==> src/tbrc_pkg.sv <==
`timescale 1ns / 1ps
package tbrc_pkg;

   // Table and ramp geometry
   localparam int TABLE_ENTRIES_DEF = 8;
   localparam int SLOT_MAX_W        = 6;
   localparam int RAMP_LEVELS       = 256;
   localparam int LEVEL_W           = $clog2(RAMP_LEVELS);
   localparam int QUEUE_DEPTH_DEF   = 4;

   // Field widths
   localparam int COLOR_W   = 24;
   localparam int CHAN_W    = 8;
   localparam int PIXEL_W   = 16;
   localparam int SLOT_IO_W = 3;
   localparam int BUILT_W   = 4;
   localparam int REFUSED_W = 32;
   localparam int ACC_W     = 16;

   // Command codes
   localparam logic CMD_ACQUIRE = 1'b0;
   localparam logic CMD_READ    = 1'b1;

   // Response status codes
   localparam logic [1:0] STATUS_OK    = 2'd0;
   localparam logic [1:0] STATUS_BUILT = 2'd1;
   localparam logic [1:0] STATUS_FULL  = 2'd2;
   localparam logic [1:0] STATUS_MODE  = 2'd3;

   localparam logic [BUILT_W-1:0]   BUILT_MAX   = '1;
   localparam logic [REFUSED_W-1:0] REFUSED_MAX = '1;

   // What the front decided for one transaction
   typedef enum logic [2:0] {
      OP_READ  = 3'd0,
      OP_HIT   = 3'd1,
      OP_BUILD = 3'd2,
      OP_FULL  = 3'd3,
      OP_MODE  = 3'd4
   } op_kind_type;

   typedef struct packed {
      op_kind_type            kind;
      logic [SLOT_MAX_W-1:0]  slot_idx;
      logic [SLOT_IO_W-1:0]   slot_out;
      logic                   in_range;
      logic [COLOR_W-1:0]     fg_color;
      logic [COLOR_W-1:0]     bg_color;
      logic [LEVEL_W-1:0]     coverage;
   } q_item_type;

   typedef struct packed {
      logic [1:0]             status;
      logic [SLOT_IO_W-1:0]   slot_out;
      logic [PIXEL_W-1:0]     pixel;
      logic [BUILT_W-1:0]     tables_built;
      logic [REFUSED_W-1:0]   refused_count;
   } rsp_item_type;

   // Truncating divide by 255, exact for any dividend below 65280 (quotient fits in 8 bits)
   function automatic logic [CHAN_W-1:0] div255(input logic [ACC_W-1:0] x);
      logic [ACC_W:0] t;
      t = (ACC_W+1)'(x) + (ACC_W+1)'(1) + (ACC_W+1)'(x >> 8);
      return t[ACC_W-1:8];
   endfunction

   // Pack three 8-bit channels to RGB565 by truncation
   function automatic logic [PIXEL_W-1:0] pack565(input logic [CHAN_W-1:0] r,
                                                  input logic [CHAN_W-1:0] g,
                                                  input logic [CHAN_W-1:0] b);
      return {r[7:3], g[7:2], b[7:3]};
   endfunction

endpackage

==> src/tbrc_queue.sv <==
`timescale 1ns / 1ps
module tbrc_queue #(
   parameter int QUEUE_DEPTH = tbrc_pkg::QUEUE_DEPTH_DEF
) (
   input  logic                 clock,
   input  logic                 reset,
   input  logic                 push,
   input  tbrc_pkg::q_item_type push_item,
   output logic                 full,
   input  logic                 pop,
   output logic                 pop_valid,
   output tbrc_pkg::q_item_type pop_item
);
   import tbrc_pkg::*;

   localparam int PTR_W = (QUEUE_DEPTH > 1) ? $clog2(QUEUE_DEPTH) : 1;
   localparam int CNT_W = $clog2(QUEUE_DEPTH + 1);

   q_item_type         slot_ff [QUEUE_DEPTH];
   logic [PTR_W-1:0]   wr_ptr_ff;
   logic [PTR_W-1:0]   rd_ptr_ff;
   logic [CNT_W-1:0]   count_ff;
   logic [CNT_W-1:0]   count_in;

   assign full      = count_ff == CNT_W'(QUEUE_DEPTH);
   assign pop_valid = count_ff != '0;
   assign pop_item  = slot_ff[rd_ptr_ff];

   always_comb begin
      count_in = count_ff;
      if (push && !pop) begin
         count_in = count_ff + CNT_W'(1);
      end else if (pop && !push) begin
         count_in = count_ff - CNT_W'(1);
      end
   end

   // Advance pointers and count
   always_ff @(posedge clock) begin
      if (reset) begin
         wr_ptr_ff <= '0;
         rd_ptr_ff <= '0;
         count_ff  <= '0;
      end else begin
         count_ff <= count_in;
         if (push) begin
            wr_ptr_ff <= (wr_ptr_ff == PTR_W'(QUEUE_DEPTH - 1)) ? '0 : wr_ptr_ff + PTR_W'(1);
         end
         if (pop) begin
            rd_ptr_ff <= (rd_ptr_ff == PTR_W'(QUEUE_DEPTH - 1)) ? '0 : rd_ptr_ff + PTR_W'(1);
         end
      end
   end

   // Store the entry
   always_ff @(posedge clock) begin
      if (push) begin
         slot_ff[wr_ptr_ff] <= push_item;
      end
   end

`ifndef SYNTH
   a_count_bound: assert property (@(posedge clock) disable iff (reset)
      count_ff <= CNT_W'(QUEUE_DEPTH))
      else $error("queue count beyond depth");

   a_no_underflow: assert property (@(posedge clock) disable iff (reset)
      pop |-> count_ff != '0)
      else $error("pop from empty queue");

   a_push_grows: assert property (@(posedge clock) disable iff (reset)
      push && !pop |=> count_ff == $past(count_ff) + CNT_W'(1))
      else $error("push lost in queue");
`endif

endmodule

==> config.mk <==
export PLATFORM = sky130hd
export DESIGN_NAME = tbrc_queue
export DESIGN_NICKNAME = d
export VERILOG_FILES = /design/src/tbrc_pkg.sv /design/src/tbrc_queue.sv
export SDC_FILE = /design/constraint.sdc
export NUM_CORES = 1
export LEC_CHECK = 0
export BUFFER_PORTS_ARGS = -buffer_cell sky130_fd_sc_hd__buf_2
export CAP_MARGIN = 20
export CORE_UTILIZATION = 25
export DETAILED_ROUTE_END_ITERATION = 7
export HOLD_SLACK_MARGIN = 0.15
export PLACE_DENSITY_LB_ADDON = 0.08
export SYNTH_ARGS = -nofsm -noshare
export SYNTH_HDL_FRONTEND = slang
export SYNTH_SLANG_ARGS = --single-unit
==> constraint.sdc <==
create_clock -name clock -period 6.68 [get_ports clock]
set_input_delay 1.336 -clock clock [delete_from_list [all_inputs] [get_ports clock]]
set_output_delay 1.336 -clock clock [all_outputs]
set_load 0.02 [all_outputs]
---- Word-level counts from Yosys, hierarchy flattened ----
Memory sizes are Yosys's and may differ from the RTL's. A register that Yosys moved wholly into a read port is not among the register bits.
Index checks and enable logic that the tools add are counted.
word-level totals
  register bits after elaboration ......... 7
  RAM bits ................................ 276
  word-level logic and storage cells ...... 25
  memories kept ........................... 1
memories
  name     depth  bits a word  read ports  clocked after memory_dff  write ports  RTL line          source
  slot_ff  4      69           1           1                         1            tbrc_queue.sv:19  q_item_type slot_ff [QUEUE_DEPTH];
cells by class
  add/sub/neg operators ................... 4
  eq/ne operators ......................... 3
  muxes and demuxes ....................... 8
  reductions and logical operators ........ 6
operators by type and width
  operator                                           count
  two-way mux 2 bit                                  4
  two-way mux 3 bit                                  2
  adder 2 x 1 -> 2 bit (second input constant)       2
  equality test 2 bit (second input constant)        2
  adder 3 x 1 -> 3 bit (second input constant)       1
  equality test 3 bit (second input constant)        1
  nonzero test 3 bit                                 1
  subtractor 3 x 1 -> 3 bit (second input constant)  1
  logical AND 1 bit                                  2
  zero test 1 bit                                    2
  two-way mux 1 bit                                  2
  nonzero test 2 bit                                 1

---- Logic depth before layout (Yosys ltp) ----
Gate-level depths: netlist of the first run.
  depth in word-level cells ............... 4
  gate-level depth with buffers ........... 7

---- Worst setup path after synthesis of the first run ----
OpenSTA, ideal clock, no wires.
  path type ............................... input -> register
  start ................................... input port push
  end ..................................... memory slot_ff[0][0] in the netlist's numbering, enable pin
  library setup time ...................... 0.434 ns
  arrival time ............................ 2.954 ns
  required time ........................... 6.246 ns
  path slack .............................. 3.292 ns
  stages on the path ...................... 1
  buffers on the path ..................... 0
  cells stage by stage .................... and2_1
between the ends
  longest elaborated chain between the ends .. 2
ends and longest elaborated chain
  what                                     RTL line          source
  start: declaration                       tbrc_queue.sv:7   input logic push,
  two-way mux 1 bit                        tbrc_queue.sv:57  if (push) begin
  two-way mux 1 bit (implied by the code)  tbrc_queue.sv:58  slot_ff[wr_ptr_ff] <= push_item;
  end: declaration                         tbrc_queue.sv:19
No other way between the ends.

==> impl_metrics.yaml, run 1 <==
run_status:
  outcome: "finished clean"
synth:
  syn_area_um2: 10400
  synth_cell_types: 19
  synth_largest_area_cell: "edfxtp_1"
  synth.area.top_cells: "edfxtp_1, mux4_2, dfxtp_1"
  ys_ff_latch: 285
  syn_nets: 485
  yosysWarnings: 0
  syn_inst: 405
  yosysSeqAreaShare_pct: 81.4
  avgSynthCellArea_um2: 25.7
  synth_top_area_share_pct: 79.6
hold_path:
  min_path_type: "register to register"
  hold_path_startpoint: "count_ff[2]"
flow_run:
  max-cap-violations: 0
floorplanning:
  die_area_um2: 42500
  start_util_pct: 25.4
  fp.dieW_um: 206
  rows: 74
  coreArea_um2: 40900
  die_y_um: 206
  ios: 144
clock_network:
  cts.sinks: 285
  postCtsHoldBufs: 0
  cts_root_buffer: "clkbuf_16"
  tritoncts: "yes"
  cts_made_buffers: 35
  worstSkewPairLatency_ns: 0.52
  htree_levels: 2
  cts_resized: 0
  path_clk_slew_ns: 0.05
  cts_setup_buffers: 0
  clockBufferDepth: 3
sta:
  slew_headroom_pct: 45.5
  slew_violations: 0
  rsz0062_at_grt: "no"
  hold_viol: 0
  timing.fmax_mhz: 233
  min_period_over_period_pct: 64.2
  finalSetupViolations: 0
  setup_tns_ns: 0
  fin_skew_ns: 0.0144
  worst_slew_pin_slew_ns: 0.817
  min_period_ns: 4.29
cells_and_area:
  syn2layout_area_growth_pct: 22.9
  drive_above_1_share_pct: 44.7
  post-route-util_pct: 31.3
  n_antenna_cell: 0
  fin_nets: 655
worst_setup_path:
  r2r-start: "wr_ptr_ff[0]"
  path_cells: "buf_4 > mux4_2 > buf_2"
  slowest_delay_ns: 0.87
  arrival_ns: 2.95
  path_max_fanout: 36
  cp.required_ns: 5.34
  crit_path_end_kind: "primary output"
  start_kind: "register"
  criticalPathCategory: "register to primary output"
  critical_path.slowest_cell: "dfxtp_4"
detailed_routing:
  drc: 0
  drt-pass1-iter-count: 4
  wl_mm: 23.1
  drt_iter0_drc: 204
  ant_nets: 0
  via_count: 4778
  viasPerCell: 4.22
  post_drt_wl_per_cell_um: 20.5
pwr:
  p_seq_share_pct: 49.5
  intPower_uw: 3260
  clockPowerShare_pct: 41.8
  powerDensity_nw_per_um2: 329
  p_switching_uw: 951
  switching_share_pct: 22.6
  ir_drop_mv: 0.150
  power.leakage_uw: 0.00425
  p_comb_share_pct: 8.7
global_routing:
  grt_pass1_vias: 5417
  overflow: 0
  grt_util_all_layers_pct: 11.2
  grt_pass1_wl_mm: 34.0
  antenna_found_initial: 1
  grt_start_max_net_pins: 39
place:
  place.gp.congestion: 0.627
  hpwl_mm: 12.8
  io_buffers: 143
==> state kept, by name (all words and copies together), names as in the netlist, named ones only <==
| register | cells |
|---|---|
| wr_ptr_ff | 2 |
| count_ff | 3 |
| slot_ff | 276 |
| rd_ptr_ff | 2 |
==> logic make-up after synthesis <==
| group | Yosys count | share of synthesized area, % |
|---|---|---|
| fa+ha+maj | 7 | 0.914 |
| xor+xnor | 2 | 0.168 |
| simple gates | 15 | 0.757 |
| mux | 73 | 15.3 |
| flops | 285 | 81.4 |
| compound gates | 3 | 0.144 |
| buf+inv | 20 | 1.35 |
==> cells in the final DEF, fill, tap and decap left out, types with 3 or more instances in the layout <==
master	instances
edfxtp_1	276
clkinv_1	7
nor2_1	7
ha_1	6
buf_2	143
clkbuf_16	37
clkbuf_1	10
clkinv_2	3
buf_4	6
mux4_2	69
and2_4	4
dfxtp_1	7
inv_1	4
mux2i_1	4
==> area by class of cell <==
type	instances	area [um2]
Clock inverter	12	78.8
Sequential cell	285	8480
Inverter	4	15.0
Timing Repair Buffer	149	761
Fill cell	3971	28100
Multi-Input combinational cell	100	1810
Clock buffer	49	991
Tap cell	532	666
==> critical path, delay by kind of cell, from the launching register on <==
family                 cells  cell delay [ns]
buffers and inverters      2             0.92
flip-flops                 1             0.87
multiplexers               1             0.62
==> through the flow <==
stage | cells | power (uW) | hold WS, ns | worst slack, ns | area [um2]
3_3_place_gp | 1070 | 2500 | 0.478 | 2.77 | 11700
6_report | 1131 | 4210 | 0.511 | 2.39 | 12800
3_5_place_dp | 1070 | 2510 | 0.506 | 2.74 | 11700
2_1_floorplan | 405 | 2350 | 0.455 | 3.29 | 10400
4_1_cts | 1131 | 4300 | 0.513 | 2.16 | 12800
5_1_grt | 1131 | 4390 | 0.569 | 2.05 | 12800
==> cells in the mapped netlist, drive strengths merged <==
| library cell | count |
|---|---|
| clkbuf | 5 |
| dfxtp | 9 |
| o21ai | 1 |
| a21oi | 2 |
| mux4 | 69 |
| nor3b | 2 |
| edfxtp | 276 |
| and2 | 4 |
| or3 | 2 |
| fa | 1 |
| xor2 | 2 |
| nor2 | 7 |
| inv | 4 |
| ha | 6 |
| buf | 11 |
| mux2i | 4 |
==> final timing paths <==
kind | to | slack, ns | cells after the start
setup / recovery | pop_item[38] | 2.39 | 3
hold reg to reg | count_ff[2] | 0.51 | 2
setup reg to reg | slot_ff[2][29] | 4.49 | 4
hold / removal | count_ff[2] | 0.51 | 2
==> power by group through the flow <==
stage                     registers (uW)  clock network (uW)  logic (uW)
after CTS                           2090                1830         381
final                               2090                1760         367
after floorplan                     2100                   0         246
after global placement              2120                   0         375
after detailed placement            2130                   0         380
after global routing                2100                1900         400
==> metal layers <==
layer | track usage (%) | vias up | wire length, um
met1 | 14.4 | 2551 | 10200
met3 | 3.22 | 45 | 1280
li1 | - | 2074 | -
met5 | 0 | - | 8
met4 | 5.25 | 2 | 679
met2 | 17.5 | 106 | 10900
No activity file was read; power rests on OpenSTA's default activity.
==> run 2: changes to the inputs <==
--- a/config.mk
+++ b/config.mk
@@ -5,6 +5,7 @@
 export SDC_FILE = /design/constraint.sdc
 export NUM_CORES = 1
 export LEC_CHECK = 0
+export ABC_AREA = 1
 export BUFFER_PORTS_ARGS = -buffer_cell sky130_fd_sc_hd__buf_2
 export CAP_MARGIN = 20
 export CORE_UTILIZATION = 25
==> constraint.sdc (replaced) <==
create_clock -name clock -period 3.57 [get_ports clock]
set_input_delay 0.714 -clock clock [delete_from_list [all_inputs] [get_ports clock]]
set_output_delay 0.714 -clock clock [all_outputs]
set_load 0.02 [all_outputs]
==> run 2 against run 1 <==
Die area grew 2.8%. Clock power increased by 94%. Combinational power up 130%. Hold slack worse by 0.12 ns. First-iteration DRC count is 110% higher. Area after synthesis rose by 2.8%. Non-clock buffer count increased by 10.
==> impl_metrics.yaml, run 2 <==
worst_setup_path:
  critical_path.slowest_cell: "dfxtp_2"
  reg2reg_slack_ns: 1.53
  start_kind: "register"
  cp.required_ns: 2.86
  criticalPathCategory: "register to primary output"
  slowest_delay_ns: 0.69
  arrival_ns: 2.31
  path_max_fanout: 25
  path_cells: "buf_4 > o21ai_0 > o22ai_1 > buf_2"
  crit_path_end_kind: "primary output"
synth:
  synth_top_family_by_area: "compound AO/OA/AOI/OAI gates"
  synthAdderAreaFrac_pct: 0.889
  synth_largest_area_cell: "edfxtp_1"
  syn_nets: 807
  synth_mux_area_share_pct: 0
  yosysSeqAreaShare_pct: 79.2
  netlist_top_cells_count: "edfxtp_1, nor2_1, o21ai_0"
  synth_top_area_share_pct: 77.5
  ys_ff_latch: 285
  synth_edf_count: 276
  ys_async_sr_fraction_pct: 0
  ys.flop_type: "edfxtp_1"
  yosysMostFrequentCell: "edfxtp_1"
  syn_inst: 727
  syn_area_um2: 10700
  synth-simple-area-share_pct: 5.72
  avgSynthCellArea_um2: 14.7
  synth_cell_types: 23
  yosysWarnings: 0
  synth_xor_area_share_pct: 0.0819
  synth_compound_area_share_pct: 10.8
  synth.area.top_cells: "edfxtp_1, nor2_1, o21ai_0"
cells_and_area:
  largest_register_ffs: 276
  drive_above_1_share_pct: 23.5
  post-route-util_pct: 31.1
  nFillCells: 4243
  syn2layout_area_growth_pct: 22.3
  mostFrequentLayoutCell: "edfxtp_1"
  fin_nets: 960
  largest_register: "slot_ff"
  multi_input_area_um2: 1870
  reg_top3: "slot_ff x276, count_ff x3"
  regArea_um2: 8470
  final_cell_mix: "edfxtp_1, nor2_1, buf_2, o21ai_0, o22ai_1"
clock_network:
  tritoncts: "yes"
  cts_root_buffer: "clkbuf_16"
  worstSkewPairLatency_ns: 0.53
  cts_resized: 0
  cts.sinks: 285
  cts_made_buffers: 36
  htree_levels: 2
  clockBufferDepth: 3
  postCtsHoldBufs: 0
  cts_setup_buffers: 0
  path_clk_slew_ns: 0.06
floorplanning:
  fp.dieW_um: 209
  ios: 144
  coreArea_um2: 42000
  rows: 75
  die_area_um2: 43600
  die_y_um: 209
  start_util_pct: 25.4
place:
  io_buffers: 143
  place.gp.congestion: 0.670
  hpwl_mm: 16.0
  pre_cts_ws_ns: 0.992
pwr:
  power.leakage_uw: 0.00454
  p_seq_share_pct: 47.5
  finalPower_uw: 8130
  powerDensity_nw_per_um2: 622
  intPower_uw: 6120
  ir_drop_mv: 0.292
  clockPowerShare_pct: 42.1
  switching_share_pct: 24.8
  p_switching_uw: 2020
  p_comb_share_pct: 10.4
run_status:
  outcome: "finished clean"
sta:
  timing.fmax_mhz: 330
  min_period_over_period_pct: 84.8
  slew_violations: 0
  hold_viol: 0
  slew_headroom_pct: 52.8
  finalSetupViolations: 0
  min_period_ns: 3.03
  setup_tns_ns: 0
  rsz0062_at_grt: "no"
  worst_slew_pin_slew_ns: 0.708
  setup_slack_ns: 0.543
  fin_skew_ns: 0.0170
detailed_routing:
  via_count: 6343
  post_drt_wl_per_cell_um: 19.4
  viasPerCell: 4.39
  ant_nets: 0
  drc: 0
  drt_iter0_drc: 426
  drt-pass1-iter-count: 4
  wl_mm: 28.1
global_routing:
  overflow: 0
  grt_pass1_wl_mm: 41.7
  grt_util_all_layers_pct: 13.0
  antenna_found_initial: 5
  grt_start_max_net_pins: 139
  grt_pass1_vias: 6381
hold_path:
  min_path_type: "input port to register"
flow_run:
  max-cap-violations: 0
-- run 2: area by class of cell --
type	count	area share, %
inverter	16	0.517
antenna	1	0.0191
sequential	285	64.8
clock buffer	49	7.42
multi-input combinational	382	14.3
clock inverter	15	0.957
tap	539	5.16
timing repair buffer	159	6.87
-- run 2: worst paths after layout --
check,from,end,depth (start not counted)
hold reg to reg,wr_ptr_ff[1],wr_ptr_ff[1],2
hold / removal,push_item[62],slot_ff[1][62],1
setup reg to reg,wr_ptr_ff[0],slot_ff[0][22],5
setup / recovery,register,pop_item[6],4
-- run 2: critical path: cells and delay by family (launching register included) --
kind / cells / cell delay, ns
compound gates: 2 / 0.43
buf+inv: 2 / 0.62
flops: 1 / 0.69
-- run 2: through the flow --
| stage | cells | cell area [um2] | hold slack (ns) |
|---|---|---|---|
| after floorplan | 727 | 10700 | 0.490 |
| final | 1446 | 13100 | 0.393 |
| after global routing | 1445 | 13100 | 0.371 |
| after detailed placement | 1381 | 12000 | 0.522 |
| after CTS | 1445 | 13100 | 0.355 |
| after global placement | 1381 | 12000 | 0.526 |
-- run 2: routing by layer --
metal	routed length (um)	part of all wire (%)	GRT usage, %	vias to the layer above
met3	1620	5.8	3.97	52
met5	47	0.17	0	-
li1	-	-	-	3047
met2	12400	44	19.5	139
met1	13500	48	17.9	3097
met4	580	2.1	3.90	8
-- run 2: power groups by stage --
stage / combinational, uW / sequential, uW / clock, uW
detailed placement: 872 / 3940 / 0
finish: 843 / 3870 / 3420
global route: 933 / 3880 / 3670
CTS: 875 / 3870 / 3540
floorplan: 511 / 3930 / 0
global placement: 878 / 3940 / 0
-- run 2: cells by family after synthesis --
logic type | count (synthesis)
buffers and inverters | 60
and+or+nand+nor | 161
xor gates and xnor gates | 1
AOI/OAI and AO/OA | 213
DFF | 285
adders and majority gates | 7
